File: config.mk
export PLATFORM = sky130hd
export DESIGN_NAME = qti_weight
export DESIGN_NICKNAME = d
export VERILOG_FILES = /design/src/hdl/qti_pkg.sv /design/src/hdl/qti_weight.sv
export SDC_FILE = /design/constraint.sdc
export NUM_CORES = 2
export LEC_CHECK = 0
export BUFFER_PORTS_ARGS = -buffer_cell sky130_fd_sc_hd__buf_2
export CAP_MARGIN = 20
export CORE_MARGIN = 4
export CORE_UTILIZATION = 29
export DETAILED_ROUTE_END_ITERATION = 8
export PLACE_DENSITY = 0.43
export SLEW_MARGIN = 20
export SYNTH_ARGS = -nofsm -noshare
export SYNTH_HDL_FRONTEND = slang
export SYNTH_SLANG_ARGS = --single-unit
File: constraint.sdc
create_clock -name clk -period 27.1 [get_ports clk]
set_input_delay 5.42 -clock clk [delete_from_list [all_inputs] [get_ports clk]]
set_output_delay 5.42 -clock clk [all_outputs]
set_load 0.01 [all_outputs]
File: src/hdl/qti_pkg.sv
// Package with the shared types, widths and codes of the six-node triangle interpolator.
package qti_pkg;

  localparam int COORD_W = 16;
  localparam int NODE_W  = 24;
  localparam int RES_W   = 32;
  localparam int NODES   = 6;

  // Extended coordinates: w = 1 - u - v needs two bits more than u and v.
  localparam int EXT_W   = COORD_W + 2;
  // Basis weights (value weights reach about 2^34 in magnitude).
  localparam int WGT_W   = 36;
  localparam int PROD_W  = NODE_W + WGT_W;
  localparam int ACC_W   = 64;

  // Q2.14 unit and the two rounding shifts.
  localparam int ONE_Q14     = 16384;
  localparam int SHIFT_VALUE = 28;
  localparam int SHIFT_DERIV = 14;

  typedef enum logic [1:0] {
    KIND_VALUE = 2'd0,
    KIND_DU    = 2'd1,
    KIND_DV    = 2'd2,
    KIND_NONE  = 2'd3
  } kind_t;

  typedef logic signed [NODE_W-1:0] node_t;
  typedef logic signed [WGT_W-1:0]  wgt_t;
  typedef logic signed [PROD_W-1:0] prod_t;
  typedef logic signed [ACC_W-1:0]  acc_t;

  typedef node_t node_arr_t [NODES];
  typedef wgt_t  wgt_arr_t  [NODES];

  localparam acc_t RES_MAX = 64'sd2147483647;
  localparam acc_t RES_MIN = -64'sd2147483648;

endpackage

File: src/hdl/qti_weight.sv
// First pipeline stage: basis weights for the requested kind, registered with the node values.
module qti_weight
  import qti_pkg::*;
(
  input  logic                      clk,
  input  logic                      en,
  input  kind_t                     kind,
  input  logic signed [COORD_W-1:0] coord_u,
  input  logic signed [COORD_W-1:0] coord_v,
  input  node_arr_t                 node_in,
  output wgt_arr_t                  wgt_r,
  output node_arr_t                 node_r,
  output kind_t                     kind_r
);

  localparam logic signed [EXT_W-1:0] ONE_EXT = EXT_W'(ONE_Q14);
  localparam wgt_t ONE_W = WGT_W'(ONE_Q14);

  logic signed [EXT_W-1:0] uu, vv, ww;
  logic signed [EXT_W:0]   tu, tv, tw;
  wgt_t                    eu, ev;
  logic signed [2*EXT_W:0] q0, q1, q2;
  wgt_t                    m3, m4, m5;
  wgt_arr_t                wgt_nxt;

  always_comb begin
    uu = EXT_W'(coord_u);
    vv = EXT_W'(coord_v);
    ww = ONE_EXT - uu - vv;
    // 2x - 1 for each coordinate, one bit wider.
    tu = ((EXT_W+1)'(uu) <<< 1) - (EXT_W+1)'(ONE_EXT);
    tv = ((EXT_W+1)'(vv) <<< 1) - (EXT_W+1)'(ONE_EXT);
    tw = ((EXT_W+1)'(ww) <<< 1) - (EXT_W+1)'(ONE_EXT);
    eu = WGT_W'(uu);
    ev = WGT_W'(vv);
    q0 = (2*EXT_W+1)'(ww) * (2*EXT_W+1)'(tw);
    q1 = (2*EXT_W+1)'(uu) * (2*EXT_W+1)'(tu);
    q2 = (2*EXT_W+1)'(vv) * (2*EXT_W+1)'(tv);
    m3 = WGT_W'(uu) * WGT_W'(ww);
    m4 = WGT_W'(uu) * WGT_W'(vv);
    m5 = WGT_W'(vv) * WGT_W'(ww);

    case (kind)
      KIND_VALUE: begin
        wgt_nxt[0] = WGT_W'(q0);
        wgt_nxt[1] = WGT_W'(q1);
        wgt_nxt[2] = WGT_W'(q2);
        wgt_nxt[3] = m3 <<< 2;
        wgt_nxt[4] = m4 <<< 2;
        wgt_nxt[5] = m5 <<< 2;
      end
      KIND_DU: begin
        wgt_nxt[0] = (eu <<< 2) + (ev <<< 2) - 3 * ONE_W;
        wgt_nxt[1] = (eu <<< 2) - ONE_W;
        wgt_nxt[2] = '0;
        wgt_nxt[3] = (ONE_W <<< 2) - (eu <<< 3) - (ev <<< 2);
        wgt_nxt[4] = ev <<< 2;
        wgt_nxt[5] = -(ev <<< 2);
      end
      KIND_DV: begin
        wgt_nxt[0] = (eu <<< 2) + (ev <<< 2) - 3 * ONE_W;
        wgt_nxt[1] = '0;
        wgt_nxt[2] = (ev <<< 2) - ONE_W;
        wgt_nxt[3] = -(eu <<< 2);
        wgt_nxt[4] = eu <<< 2;
        wgt_nxt[5] = (ONE_W <<< 2) - (eu <<< 2) - (ev <<< 3);
      end
      default: begin
        for (int i = 0; i < NODES; i++) wgt_nxt[i] = '0;
      end
    endcase
  end

  always_ff @(posedge clk) begin
    if (en) begin
      wgt_r  <= wgt_nxt;
      node_r <= node_in;
      kind_r <= kind;
    end
  end

endmodule

# --- Word level (Yosys, flattened, before mapping) ---
# Index checks and enable logic that the tools add are counted.
word_totals:
  reg_bits: 362
  out_inout_bits: 362
  wordCells: 38
classes:
  n_addsub: 15
  mul: 6
  eq_ne: 2
  muxes: 1
  reduce_logical: 1
op_table:
  columns: ["op", "n"]
  rows:
  - ["one-hot mux 216 bit (3 select lines)", 1]
  - ["multiplier 16 x 18 -> 34 bit", 4]
  - ["negation 18 -> 36 bit", 2]
  - ["subtractor 18 x 16 -> 19 bit, second input constant", 2]
  - ["multiplier 18 x 19 -> 36 bit", 1]
  - ["subtractor 17 x 16 -> 18 bit, second input constant", 2]
  - ["multiplier 16 x 16 -> 32 bit", 1]
  - ["subtractor 20 x 18 -> 21 bit", 1]
  - ["subtractor 18 x 19 -> 20 bit, first input constant", 1]
  - ["subtractor 19 x 17 -> 20 bit, second input constant", 1]
  - ["subtractor 19 x 19 -> 20 bit", 1]
  - ["adder 18 x 18 -> 19 bit", 1]
  - ["subtractor 18 x 18 -> 19 bit, first input constant", 1]
  - ["subtractor 19 x 16 -> 19 bit, second input constant", 1]
  - ["subtractor 17 x 16 -> 18 bit", 1]
  - ["subtractor 16 x 16 -> 17 bit, first input constant", 1]
  - ["== test 2 x 1 -> 1 bit, second input constant", 1]
  - ["== test 2 bit, second input constant", 1]
  - ["logical NOT 2 bit", 1]

# --- Depth between registers and ports, before layout ---
logic_depth:
  word_depth: 5
  depth_mapped: 45
  ltp_nobuf: 41

# --- Least setup slack after synthesis ---
# Ideal clock, no wire load.
synth_timing:
  path_type: "input to register"
  start: "in coord_u[0]"
  end: "reg wgt_r[215] (netlist bit), data pin"
  setup_time_ps: 263
  arrival_ps: 14997
  required_time_ps: 26837
  setup_slack_ps: 11840
  stages: 45
  path_cell_list: "inv_1 clkbuf_1 buf_1 ha_1 ha_1 inv_1 fa_1 a21boi_2 o22ai_4 o21ai_4 o311ai_1 o21ai_0 nand2_1 a21oi_1 xnor2_1 inv_1 clkbuf_1 ha_1 (+9 left out) fa_1 inv_1 fa_1 fa_1 inv_1 ha_1 or3_1 a211oi_1 nor2_1 o22ai_1 a31oi_1 a311oi_2 o221ai_1 a21o_1 a31oi_1 o21ai_1 xnor2_1 o21ai_1"
synth_between:
  elab_chain_cells: 5
  elab_cells_between_ends: 7
  classes_between: "5 x add/sub; 1 x mul; 1 x mux"
synth_lines:
  columns: ["item", "line", "source"]
  rows:
  - ["start, declared", "qti_weight.sv:8", "input logic signed [COORD_W-1:0] coord_u,"]
  - ["subtractor 16 x 16 -> 17 bit", "qti_weight.sv:29", "ww = ONE_EXT - uu - vv;"]
  - ["subtractor 17 x 16 -> 18 bit", "qti_weight.sv:29", null]
  - ["subtractor 19 x 16 -> 19 bit", "qti_weight.sv:33", "tw = ((EXT_W+1)'(ww) <<< 1) - (EXT_W+1)'(ONE_EXT);"]
  - ["multiplier 18 x 19 -> 36 bit", "qti_weight.sv:36", "q0 = (2*EXT_W+1)'(ww) * (2*EXT_W+1)'(tw);"]
  - ["one-hot mux 216 bit (3 select lines) (*)", "qti_weight.sv:43", "case (kind)"]
  - ["end signal, assigned", "qti_weight.sv:76", "wgt_r <= wgt_nxt;"]
  - ["end, declared", "qti_weight.sv:11", "output wgt_arr_t wgt_r,"]
# Every way passes the cells marked *; elsewhere a longest branch is shown, timed or not.
# A chain may end at the register's enable or synchronous reset.

# --- Worst setup path after layout ---
layout_timing:
  start: "in coord_v[3]"
  end: "reg wgt_r[215] (netlist bit), data pin"
layout_between:
  elab_chain_cells: 4
  elab_cells_between_ends: 6
  classes_between: "4 x add/sub; 1 x mul; 1 x mux"
layout_lines:
  columns: ["item", "line", "source"]
  rows:
  - ["start, declared", "qti_weight.sv:9", "input logic signed [COORD_W-1:0] coord_v,"]
  - ["subtractor 17 x 16 -> 18 bit", "qti_weight.sv:29", null]
  - ["subtractor 19 x 16 -> 19 bit", "qti_weight.sv:33", null]
  - ["multiplier 18 x 19 -> 36 bit", "qti_weight.sv:36", null]
  - ["one-hot mux 216 bit (3 select lines) (*)", "qti_weight.sv:43", null]
# Marked as above.

==> results.cfg <==
[cts]
clk_path_buf_depth = 3
cts_made_buffers = 47
htreeDepth = 2
cts_root_buf = clkbuf_16
cts_tree = built
holdBufCountCts = 0
cts_setup_buffers = 0
cts_resized = 0
cts.sinks = 347
clk_pin_slew_ns = 0.06

[die]
initial_utilization_pct = 29.2
core_mm2 = 0.266
std_cell_rows = 189
dieArea_mm2 = 0.276
fp.dieW_um = 525
ios = 542
die_h_um = 525

[timing]
relSlewSlack_pct = 23.5
holdWs_ns = 4.94
setup-violations-final = 0
finalCritPeriodShare_pct = 59.9
worst_pin_slew_ns = 1.14
fin_crit_ns = 16.24
fmax_ghz = 0.0616
setup-tns-final_ns = 0
slew_violations = 0
finalHoldViolCount = 0
rsz0062_at_grt = false

[drt]
ant_nets = 0
routed-via-count = 57000
wl_per_cell_um = 22.3
wl_mm = 269
viasPerCell = 4.73
drtPass1Iterations = 5
drt_iter0_drc = 3638
route.detailed.drc = 0

[global_route]
grt.busiest_layer = met2
grt_pass1_wl_mm = 407
grt_use_met1_pct = 26.5
grt_antenna_before_repair = 31
grt_max_degree = 82
use_met3_pct = 2.57
first_global_vias = 62000
grt_util_met2_pct = 33.2
track_usage_pct = 19.6
grt_overflow = 0

[yosys]
synth_cell_types = 96
netlist_area_mm2 = 0.0776
synthFlopType = edfxtp_1
yosys_warnings = 0
netlist_top_cells_area = fa_1 43%, edfxtp_1 13%, ha_1 11%
synth-seq-cells = 347
ys_seq_area_share_pct = 13.4
yosysTopAreaCell = fa_1
synth_edf_count = 347
async_flop_share_pct = 0
yosysMostFrequentCell = inv_1
postSynthCellCount = 8093
netlist_top_cells_count = 1925 x inv_1, 1659 x fa_1, 1026 x nor2_1
syn_area_per_cell_um2 = 9.58
synth_top_area_share_pct = 42.8

[placed_design]
routabilityCongestion = 0.874
io_buffers = 532
dp_hpwl_mm = 208
placed_cell_area_mm2 = 0.0845

[worst_setup_path]
cp_max_fo = 28
crit_type = input pin to flip-flop
cpPeakStageDelay_ns = 0.67
critPathCaptureType = flip-flop
critPathSlowestCell = buf_2
arrival_ns = 16.62
start_kind = input pin
cp.required_ns = 27.47

[finish]
area_delta_synth_final_pct = 10.8
nets = 11000
drive_above_1_share_pct = 9.65
multiInputGateArea_mm2 = 0.0586
regArea_mm2 = 0.0104
fillers = 27900
fin_area_mm2 = 0.0860

[min_path]
min_path_type = input pin to flip-flop

[outcome]
status = completed

[job]
maxCapViolations = 0
## area by class of cell
class,instances,share of cell area (%)
antenna,4,0.0116
clock inverter,27,0.265
sequential,347,12.1
tap,3533,5.14
multi-input combinational,5453,68.1
timing repair buffer,673,4.36
inverter,1950,8.51
clock buffer,60,1.45
## logic make-up after synthesis
group | count (synthesis) | synth area share [%]
other cells | 2 | 0.00968
buf+inv | 2302 | 11.3
mux | 18 | 0.234
xor+xnor | 314 | 3.59
simple gates | 1930 | 10.8
flops | 347 | 13.4
fa+ha+maj | 2345 | 53.9
compound gates | 835 | 6.82
## per-layer routing
metal | wire length (um) | vias up | share of wire [%]
met1 | 116000 | 29900 | 43
met3 | 15600 | 286 | 5.8
li1 | - | 25200 | -
met4 | 8190 | 14 | 3.0
met2 | 129000 | 1703 | 48
met5 | 103 | - | 0.038
## final timing paths
path                 endpoint          from  slack [ns]  cells after the start
setup / recovery   wgt_r[215]    coord_v[3]       10.86                     39
hold / removal    node_r[107]  node_in[107]        4.94                      1
## cells in the final DEF, fill, tap and decap left out, types with 13 or more instances in the layout
master,count
ha_1,682
nand4_1,17
inv_1,1919
inv_2,17
mux2i_1,17
o21bai_1,27
a211oi_1,21
edfxtp_1,347
or3_1,17
and2_1,158
clkbuf_16,48
a31oi_1,27
o21ai_0,188
o21a_1,40
o31ai_1,15
nand2b_1,82
xor2_1,89
fa_1,1658
a21boi_0,13
nand3_1,33
a21oi_1,215
nor2_1,1024
o22ai_1,53
nor2b_1,38
buf_2,529
clkinv_1,17
xnor2_1,211
o21ai_1,38
and3_1,24
nor3_1,52
a21o_1,91
nand2_1,437
buf_4,142
## worst max-delay path: cells and delay by family
| family | cells | cell delay (ns) |
|---|---|---|
| adder cells (fa/ha/maj) | 10 | 4.48 |
| XOR/XNOR | 2 | 0.36 |
| buffers and inverters | 9 | 1.96 |
| AO/OA/AOI/OAI | 14 | 3.50 |
| AND/OR/NAND/NOR | 4 | 0.84 |
## stage by stage
step / cells / setup slack [ns] / util (%)
6_report: 12000 / 10.86 / 32.3
4_1_cts: 12000 / 11.01 / 32.3
3_5_place_dp: 12000 / 10.36 / 31.8
2_1_floorplan: 8102 / 11.84 / -
5_1_grt: 12000 / 10.31 / 32.3
3_3_place_gp: 12000 / 10.32 / 31.8
## flip-flops by register name (all words and copies together), names as in the netlist
name,flops
kind_r,2
node_r,144
wgt_r,201
Power is left out: the tool's default activity adds up to more than one toggle a clock period on the data nets, which glitch-free logic cannot reach.
