<file path="config.mk">
export PLATFORM = sky130hd
export DESIGN_NAME = qti_round
export DESIGN_NICKNAME = d
export VERILOG_FILES = /design/src/hdl/qti_pkg.sv /design/src/hdl/qti_round.sv
export SDC_FILE = /design/constraint.sdc
export NUM_CORES = 1
export LEC_CHECK = 0
export CORE_MARGIN = 1
export CORE_UTILIZATION = 41
export CTS_BUF_LIST = sky130_fd_sc_hd__clkbuf_4
export CTS_CLUSTER_SIZE = 14
export DETAILED_ROUTE_END_ITERATION = 7
export DONT_BUFFER_PORTS = 1
export MAX_ROUTING_LAYER = met4
export SYNTH_ARGS = -nofsm -noshare
export SYNTH_HDL_FRONTEND = slang
export SYNTH_SLANG_ARGS = --single-unit
</file>
<file path="constraint.sdc">
create_clock -name clk -period 3 [get_ports clk]
set_clock_uncertainty 0.05 [all_clocks]
set_input_delay 0.3 -clock clk [delete_from_list [all_inputs] [get_ports clk]]
set_output_delay 0.3 -clock clk [all_outputs]
set_load 0.01 [all_outputs]
</file>
<file path="src/hdl/qti_pkg.sv">
// Package with the shared types, widths and codes of the six-node triangle interpolator.
package qti_pkg;

  localparam int COORD_W = 16;
  localparam int NODE_W  = 24;
  localparam int RES_W   = 32;
  localparam int NODES   = 6;

  // Extended coordinates: w = 1 - u - v needs two bits more than u and v.
  localparam int EXT_W   = COORD_W + 2;
  // Basis weights (value weights reach about 2^34 in magnitude).
  localparam int WGT_W   = 36;
  localparam int PROD_W  = NODE_W + WGT_W;
  localparam int ACC_W   = 64;

  // Q2.14 unit and the two rounding shifts.
  localparam int ONE_Q14     = 16384;
  localparam int SHIFT_VALUE = 28;
  localparam int SHIFT_DERIV = 14;

  typedef enum logic [1:0] {
    KIND_VALUE = 2'd0,
    KIND_DU    = 2'd1,
    KIND_DV    = 2'd2,
    KIND_NONE  = 2'd3
  } kind_t;

  typedef logic signed [NODE_W-1:0] node_t;
  typedef logic signed [WGT_W-1:0]  wgt_t;
  typedef logic signed [PROD_W-1:0] prod_t;
  typedef logic signed [ACC_W-1:0]  acc_t;

  typedef node_t node_arr_t [NODES];
  typedef wgt_t  wgt_arr_t  [NODES];

  localparam acc_t RES_MAX = 64'sd2147483647;
  localparam acc_t RES_MIN = -64'sd2147483648;

endpackage

</file>
<file path="src/hdl/qti_round.sv">
// Final stage: round to nearest, clamp to 32 bits (zero for KIND_NONE) and register the result.
module qti_round
  import qti_pkg::*;
(
  input  logic                    clk,
  input  logic                    en,
  input  acc_t                    acc,
  input  kind_t                   kind,
  output logic signed [RES_W-1:0] result_r,
  output logic                    sat_r
);

  localparam acc_t HALF_VALUE = acc_t'(1) <<< (SHIFT_VALUE - 1);
  localparam acc_t HALF_DERIV = acc_t'(1) <<< (SHIFT_DERIV - 1);

  acc_t                    rnd;
  logic signed [RES_W-1:0] result_nxt;
  logic                    sat_nxt;

  always_comb begin
    // Adding half and shifting arithmetically gives halves toward plus infinity.
    if (kind == KIND_VALUE) begin
      rnd = (acc + HALF_VALUE) >>> SHIFT_VALUE;
    end else begin
      rnd = (acc + HALF_DERIV) >>> SHIFT_DERIV;
    end
    if (kind == KIND_NONE) begin
      result_nxt = '0;
      sat_nxt    = 1'b0;
    end else if (rnd > RES_MAX) begin
      result_nxt = RES_W'(RES_MAX);
      sat_nxt    = 1'b1;
    end else if (rnd < RES_MIN) begin
      result_nxt = RES_W'(RES_MIN);
      sat_nxt    = 1'b1;
    end else begin
      result_nxt = RES_W'(rnd);
      sat_nxt    = 1'b0;
    end
  end

  always_ff @(posedge clk) begin
    if (en) begin
      result_r <= result_nxt;
      sat_r    <= sat_nxt;
    end
  end

endmodule

</file>
### Word level (Yosys, flattened, before mapping)

Cells that the tools add are included.

| operators by class | value |
|---|---|
| muxes and demuxes | 5 |
| order comparisons | 2 |
| reduce and logical (&&, ||, !) cells | 2 |
| add/sub/neg operators | 2 |
| eq/ne operators | 1 |

Operator list:

| operator | number |
|---|---|
| adder 64 x 15 -> 64 bit, second input constant | 1 |
| adder 64 x 29 -> 64 bit, second input constant | 1 |
| greater-than comparator 64 x 32 -> 1 bit, second input constant | 1 |
| less-than comparator 64 x 32 -> 1 bit, second input constant | 1 |
| two-way mux 64 bit | 1 |
| two-way mux 32 bit | 1 |
| two-way mux 31 bit | 1 |
| == test 2 bit, second input constant | 1 |
| zero test 2 bit | 1 |
| two-way mux 1 bit | 2 |
| OR reduction 2 bit | 1 |

| storage, ports and cells | value |
|---|---|
| input port bits | 68 |
| logic and storage cells | 15 |
| output and inout bits | 33 |
| bits in registers | 33 |

### Longest topological paths before layout

Gate-level depths: netlist of run 1.

| logic depth | value |
|---|---|
| depth after elaboration | 5 |
| depth in mapped cells | 13 |
| depth with buffers taken out | 9 |

### Least setup slack after synthesis of run 1

Ideal clock, no wire load.

| path | value |
|---|---|
| path kind | input-to-reg |
| start | input port acc[13] |
| end | register result_r[4], data pin |
| buffers on the path | 2 |
| slack | -0.021 ns |
| stages | 11 |
| data arrival time | 2.696 ns |
| path through | ha_1 and3_1 nand4_4 buf_4 a2111oi_0 xnor2_1 nand3_1 o41a_1 nor3_4 buf_6 a211oi_2 |

| between the ends | value |
|---|---|
| word-level cells in the longest chain between the ends | 5 |
| elaborated cells between the ends (all ways) | 7 |

Ends and longest elaborated chain:

| what | line | text |
|---|---|---|
| from (decl) | qti_round.sv:7 | `input acc_t acc,` |
| adder 64 x 15 -> 64 bit / adder 64 x 29 -> 64 bit (equally long branches) | qti_round.sv:25, qti_round.sv:23 |  |
| two-way mux 64 bit (*) | qti_round.sv:22 | `if (kind == KIND_VALUE) begin` |
| less-than comparator 64 x 32 -> 1 bit | qti_round.sv:33 | `end else if (rnd < RES_MIN) begin` |
| two-way mux 32 bit | qti_round.sv:33 |  |
| two-way mux 31 bit (*) | qti_round.sv:30 | `end else if (rnd > RES_MAX) begin` |
| to (signal assigned) | qti_round.sv:44 | `result_r <= result_nxt;` |
| to (decl) | qti_round.sv:9 | `output logic signed [RES_W-1:0] result_r,` |

Every way passes the cells marked *; elsewhere a longest branch is shown, timed or not.
A chain may end at the register's enable or synchronous reset.

### Worst setup path after layout of run 1

| path | value |
|---|---|
| start | input port acc[13] |
| end | register result_r[23], data pin |

The elaborated chain is that of the path after synthesis.

==> results of run 1 <==
-- cell families (layout without fill, tap and decap cells) --
| kind of cell | after synthesis | count (layout) |
|---|---|---|
| buffers and inverters | 56 | 64 |
| flip-flops | 33 | 33 |
| AND/OR/NAND/NOR | 233 | 233 |
| multiplexers | 6 | 6 |
| AO/OA/AOI/OAI | 88 | 88 |
| XOR/XNOR | 72 | 72 |
| adder cells (fa/ha/maj) | 2 | 2 |
-- worst paths after layout --
| check | start | to | slack (ns) |
|---|---|---|---|
| setup / recovery | acc[13] | result_r[23] | 0.22 |
| hold / removal | en | result_r[24] | 0.02 |
-- metal layers --
layer | wire length [um] | vias up | track usage, % | part of all wire [%]
li1 | - | 1865 | - | -
met1 | 5710 | 1864 | 34.8 | 44
met2 | 5970 | 161 | 40.9 | 46
met3 | 869 | 24 | 3.42 | 6.7
met4 | 394 | 0 | 9.78 | 3.0
met5 | 0 | - | - | 0
-- sequential cells by signal, summed over array words and instances (netlist names) --
signal,count
result_r,32
sat_r,1
-- cell type report --
type / count / area (um^2) / area share [%]
multi-input combinational: 401 / 2800 / 62.6
sequential: 33 / 991 / 22.1
timing repair buffer: 52 / 418 / 9.33
tap: 133 / 166 / 3.72
clock inverter: 3 / 46.3 / 1.03
clock buffer: 5 / 37.5 / 0.838
inverter: 4 / 15.0 / 0.335
-- layout by cell type (no fill, tap or decap), types with 12 or more instances in the layout --
cell | netlist | final
nor4_1 | 15 | 15
xnor2_1 | 36 | 36
nand3_1 | 19 | 19
buf_4 | 5 | 49
nor3_1 | 20 | 20
a21oi_1 | 16 | 16
nor2_1 | 29 | 28
o21ai_0 | 14 | 14
nand2_1 | 53 | 53
edfxtp_1 | 33 | 33
nand4_1 | 37 | 37
a211oi_1 | 12 | 12
xor2_1 | 35 | 35
-- worst max-delay path, cell delays in order --
cell      delay (ns)
ha_1            0.15
and3_1          0.28
nand4_4         0.17
or4_1           0.59
mux2i_1         0.22
nand3_1         0.11
o41a_1          0.39
nor3_4          0.22
buf_12          0.22
a311oi_1        0.12
-- repair_timing --
action / in CTS / in global routing
hold endpoints to repair: 0 / 4
hold buffers: 0 / 1
gates resized for setup: 0 / 0
-- stage by stage --
stage          cell area (um^2)  TNS [ns]  power, uW  utilization [%]
6_report                   4480         0       1220             45.8
5_1_grt                    4480         0       1280             45.8
4_1_cts                    4470         0       1220             45.7
3_5_place_dp               4380     -2.29        895             44.9
3_3_place_gp               4380     -1.75        892             44.9
2_1_floorplan              4160         0        856                -
-- where the power goes --
part	switching [uW]	internal, uW	leakage (uW)
sequential	36.2	560	0.000321
combinational	166	125	0.00107
clock	157	176	0.0000414
==> out/results.ini, run 1 <==
[global_routing]
antenna_found_initial=0
grt_overflow_total=0
grt_max_degree=39
grt_pass1_vias=3711
track_usage_pct=26.3
grt_pass1_wl_um=20300

[floorplan]
fp-row-count=36
core_um2=9770
die_y_um=102
die_area_um2=10500
fp.dieW_um=102
start_util_pct=42.3
top_level_ports=101

[synthesis]
yosys_register_bits=33
syn-cell-area_um2=4130
yosys.area_share.simple_pct=33.0
synthesis.nets=560
synth_cell_types=70
synth_fa_ha_area_share_pct=0.606
synth.area.top_cells=edfxtp_1, xnor2_1, xor2_1
synth_xor_area_share_pct=15.4
yosysTopAreaCellShare_pct=24.0
synth_top_area_cell=edfxtp_1
synthFlopType=edfxtp_1
yosysSeqAreaShare_pct=24.0
synth_common_cells=nand2_1, nand4_1, xnor2_1
postSynthAreaPerCell_um2=8.43
synthCells=490
synth_top_family_by_area=simple AND/OR/NAND/NOR gates
yosys_warnings=0
synth-async-reset-ratio_pct=0
yosys-mux-area-fraction_pct=1.45
synth_compound_gate_area_share_pct=16.9
synth-edff-count=33
yosysMostFrequentCell=nand2_1

[worst_setup_path]
worstPathArrival_ns=2.77
crit_required_ns=2.99
critPathKind=primary input to register
path_max_fanout=32
cp-end-kind=register
start_kind=primary input

[finish]
drive_gt1_share_pct=19.3
fillCellCount=982
layout.cells.non_filler=631
area_delta_synth_final_pct=8.42
fin_nets=567
diodes=0

[worst_hold_path]
hold_path_class=primary input to register
hold_depth=0

[cts]
root_buffer=clkbuf_4
cts_tree=built
clkTransAtPathRegs_ns=0.11
cts_htree_levels=2
cts-buffers-inserted=5
cts_max_path_buffers=2
cts_sinks=33
cts_setup_buffers=0

[power_and_ir_drop]
power_density_nw_per_um2=273
p_leak_uw=0.00143
ir_worst_vdd_mv=0.200

[sta]
fin_crit_ns=2.78
worstMarginPinSlew_ns=0.907
finalSetupViolCount=0
slew_violations=0
holdWs_ns=0.0214
timing.fmax_mhz=360
rsz0062_at_grt=false
timing.final.ws_setup_ns=0.223
slew-limit-headroom_pct=39.6
fin_crit_sh_pct=92.6
final_hold_viol_count=0

[routing]
wire_per_inst_um=20.5
drc=0
drtPass1Iterations=5
antenna_left=0
num_vias=3914
drt-total-wl_um=13000
vias_per_cell=6.20
drtIter0Drc=291

[placement]
gp_congestion=0.978
dp_cells=622
hpwlAfterDp_um=10500
portBuffers=0
pre_cts_ws_ns=-0.105

[status]
status=completed

[flow_run]
cap_viol_max_count=0

Power figures use the tool's default switching activity.
==> run 2, diff against run 1 <==
==> constraint.sdc (replaced) <==
create_clock -name clk -period 3 [get_ports clk]
set_clock_uncertainty 0.05 [all_clocks]
set_input_delay 0.6 -clock clk [delete_from_list [all_inputs] [get_ports clk]]
set_output_delay 0.6 -clock clk [all_outputs]
set_load 0.01 [all_outputs]
==> out/results.ini, run 2 (synthesis gave the netlist of run 1 again) <==
[routing]
antenna_left=0  ; unchanged
drtIter0Drc=333  ; was 291
vias_per_cell=6.20  ; about the same
drtPass1Iterations=5  ; unchanged
wire_per_inst_um=20.6  ; was 20.5 um
drt-total-wl_um=13900  ; was 13,000 um
drc=0  ; unchanged
num_vias=4179  ; was 3,914

[placement]
hpwlAfterDp_um=11100  ; was 10,500 um
dp_cells=652  ; was 622
place_area_um2=4720  ; was 4380 um^2
gp_congestion=0.995  ; was 0.978
portBuffers=0  ; unchanged

[sta]
fin_crit_sh_pct=97.6  ; was 92.6%
finalSetupViolCount=0  ; unchanged
slew-limit-headroom_pct=63.3  ; was 39.6%
fin_setup_tns_ns=0  ; unchanged
holdWs_ns=0.318  ; was 0.0214 ns
fin_crit_ns=2.93  ; was 2.78 ns
timing.fmax_mhz=342  ; was 360 MHz
worstMarginPinSlew_ns=0.547  ; was 0.907 ns
slew_violations=0  ; unchanged
final_hold_viol_count=0  ; unchanged

[cts]
root_buffer=clkbuf_4  ; unchanged
cts_sinks=33  ; unchanged
cts-buffers-inserted=5  ; unchanged
cts_max_path_buffers=2  ; unchanged
cts_hold_buf=0  ; unchanged
cts_tree=built  ; unchanged
clkTransAtPathRegs_ns=0.10  ; was 0.11 ns
cts_htree_levels=2  ; unchanged

[global_routing]
grt_pass1_vias=3825  ; was 3,711
grt_max_degree=37  ; was 39
antenna_found_initial=0  ; unchanged
grt_pass1_wl_um=20900  ; was 20,300 um
track_usage_pct=27.3  ; was 26.3%
grt_overflow_total=0  ; unchanged

[power_and_ir_drop]
ir_worst_vdd_mv=0.266  ; was 0.200 mV
power_density_nw_per_um2=265  ; was 273 nW/um^2
pwr-share-seq_pct=43.9  ; was 48.9%
swShare_pct=27.6  ; was 29.4%
p_switching_uw=374  ; was 358 uW
p_leak_uw=0.00173  ; was 0.00143 uW
p_comb_share_pct=25.9  ; was 23.8%
p_int_uw=981  ; was 862 uW
clockPowerShare_pct=30.2  ; was 27.3%

[worst_setup_path]
max_stage_delay_ns=0.39  ; was 0.59 ns
critPathSlowestCell=a2111oi_4  ; was or4_1
cpMostUsedCell=buf_12
critPathKind=primary input to register  ; unchanged
worstPathArrival_ns=3.04  ; was 2.77 ns
start_kind=primary input  ; unchanged
crit_required_ns=3.11  ; was 2.99 ns
critPathBufInv=4  ; was 1
cp-end-kind=register  ; unchanged
cp_top_family=compound AO/OA/AOI/OAI gates  ; was simple AND/OR/NAND/NOR gates
crit_path_cell_trace=ha_4 > and3_4 > nand4_4 > buf_6 > buf_12 > a2111oi_4 > xnor2_2 > a21bo_2 > a31oi_4 > nor3_4 > buf_4 > buf_12 > a211oi_1  ; was ha_1 > and3_1 > nand4_4 > or4_1 > mux2i_1 > nand3_1 > o41a_1 > nor3_4 > buf_12 > a311oi_1
path_max_fanout=16  ; was 32

[floorplan]
top_level_ports=101  ; unchanged
die_area_um2=10500  ; unchanged
fp-row-count=36  ; unchanged
fp.dieW_um=102  ; unchanged
start_util_pct=42.3  ; unchanged
core_um2=9770  ; unchanged
die_y_um=102  ; unchanged

[status]
status=completed  ; unchanged

[finish]
fin_nets=610  ; was 567
drive_gt1_share_pct=32.2  ; was 19.3%
final_cell_mix=buf_4, nand2_1, nand4_1  ; was nand2_1, buf_4, nand4_1
diodes=0  ; unchanged
fin_area_um2=5120  ; was 4480 um^2
largest_reg_flops=32  ; unchanged
area_delta_synth_final_pct=24.0  ; was 8.42%
reg_top3=result_r: 32 flops, sat_r: 1 flops  ; unchanged
layout.cells.most_common=buf_4  ; was nand2_1
top_register=result_r  ; unchanged
layout.cells.non_filler=674  ; was 631
fillCellCount=927  ; was 982

[worst_hold_path]
hold_path_class=primary input to register  ; unchanged

[flow_run]
cap_viol_max_count=0  ; unchanged

run 2: power groups by stage:
stage	Sequential, uW	Combinational [uW]	Clock, uW
4_1_cts	597	311	413
3_3_place_gp	607	305	0
3_5_place_dp	607	307	0
2_1_floorplan	603	271	0
5_1_grt	602	378	437
6_report	595	351	409
run 2: through the flow:
stage / power, uW / utilization, % / worst slack, ns
floorplan: 873 / - / -0.203
global placement: 912 / 48.3 / -0.405
detailed placement: 914 / 48.3 / -0.454
CTS: 1320 / 49.7 / 0.00256
global route: 1420 / 52.4 / -0.0105
finish: 1360 / 52.4 / 0.0724
run 2: final timing paths:
kind                 from  slack [ns]  cells after the start            to
setup / recovery  acc[13]        0.07                     13  result_r[13]
hold / removal         en        0.32                      0  result_r[12]
run 2: repair_timing:
item,CTS,global route
setup endpoints to repair,31,32
setup buffers,0,12
gates cloned,0,2
resized for setup,6,26
pin swaps,1,13
run 2: layout make-up:
class / count / area [um^2] / share of cell area (%)
Timing Repair Buffer: 95 / 779 / 15.2
Multi-Input combinational cell: 401 / 3070 / 59.9
Clock buffer: 5 / 37.5 / 0.733
Sequential cell: 33 / 991 / 19.3
Tap cell: 133 / 166 / 3.25
Clock inverter: 3 / 65.1 / 1.27
Inverter: 4 / 15.0 / 0.293
run 2: layer usage:
metal	wire (um)	vias up	share of wire, %	track usage, %
met4	559	0	4.0	13.6
met5	0	-	0	-
li1	-	1951	-	-
met2	6350	203	46	41.2
met1	5970	1994	43	35.5
met3	1030	31	7.4	3.97
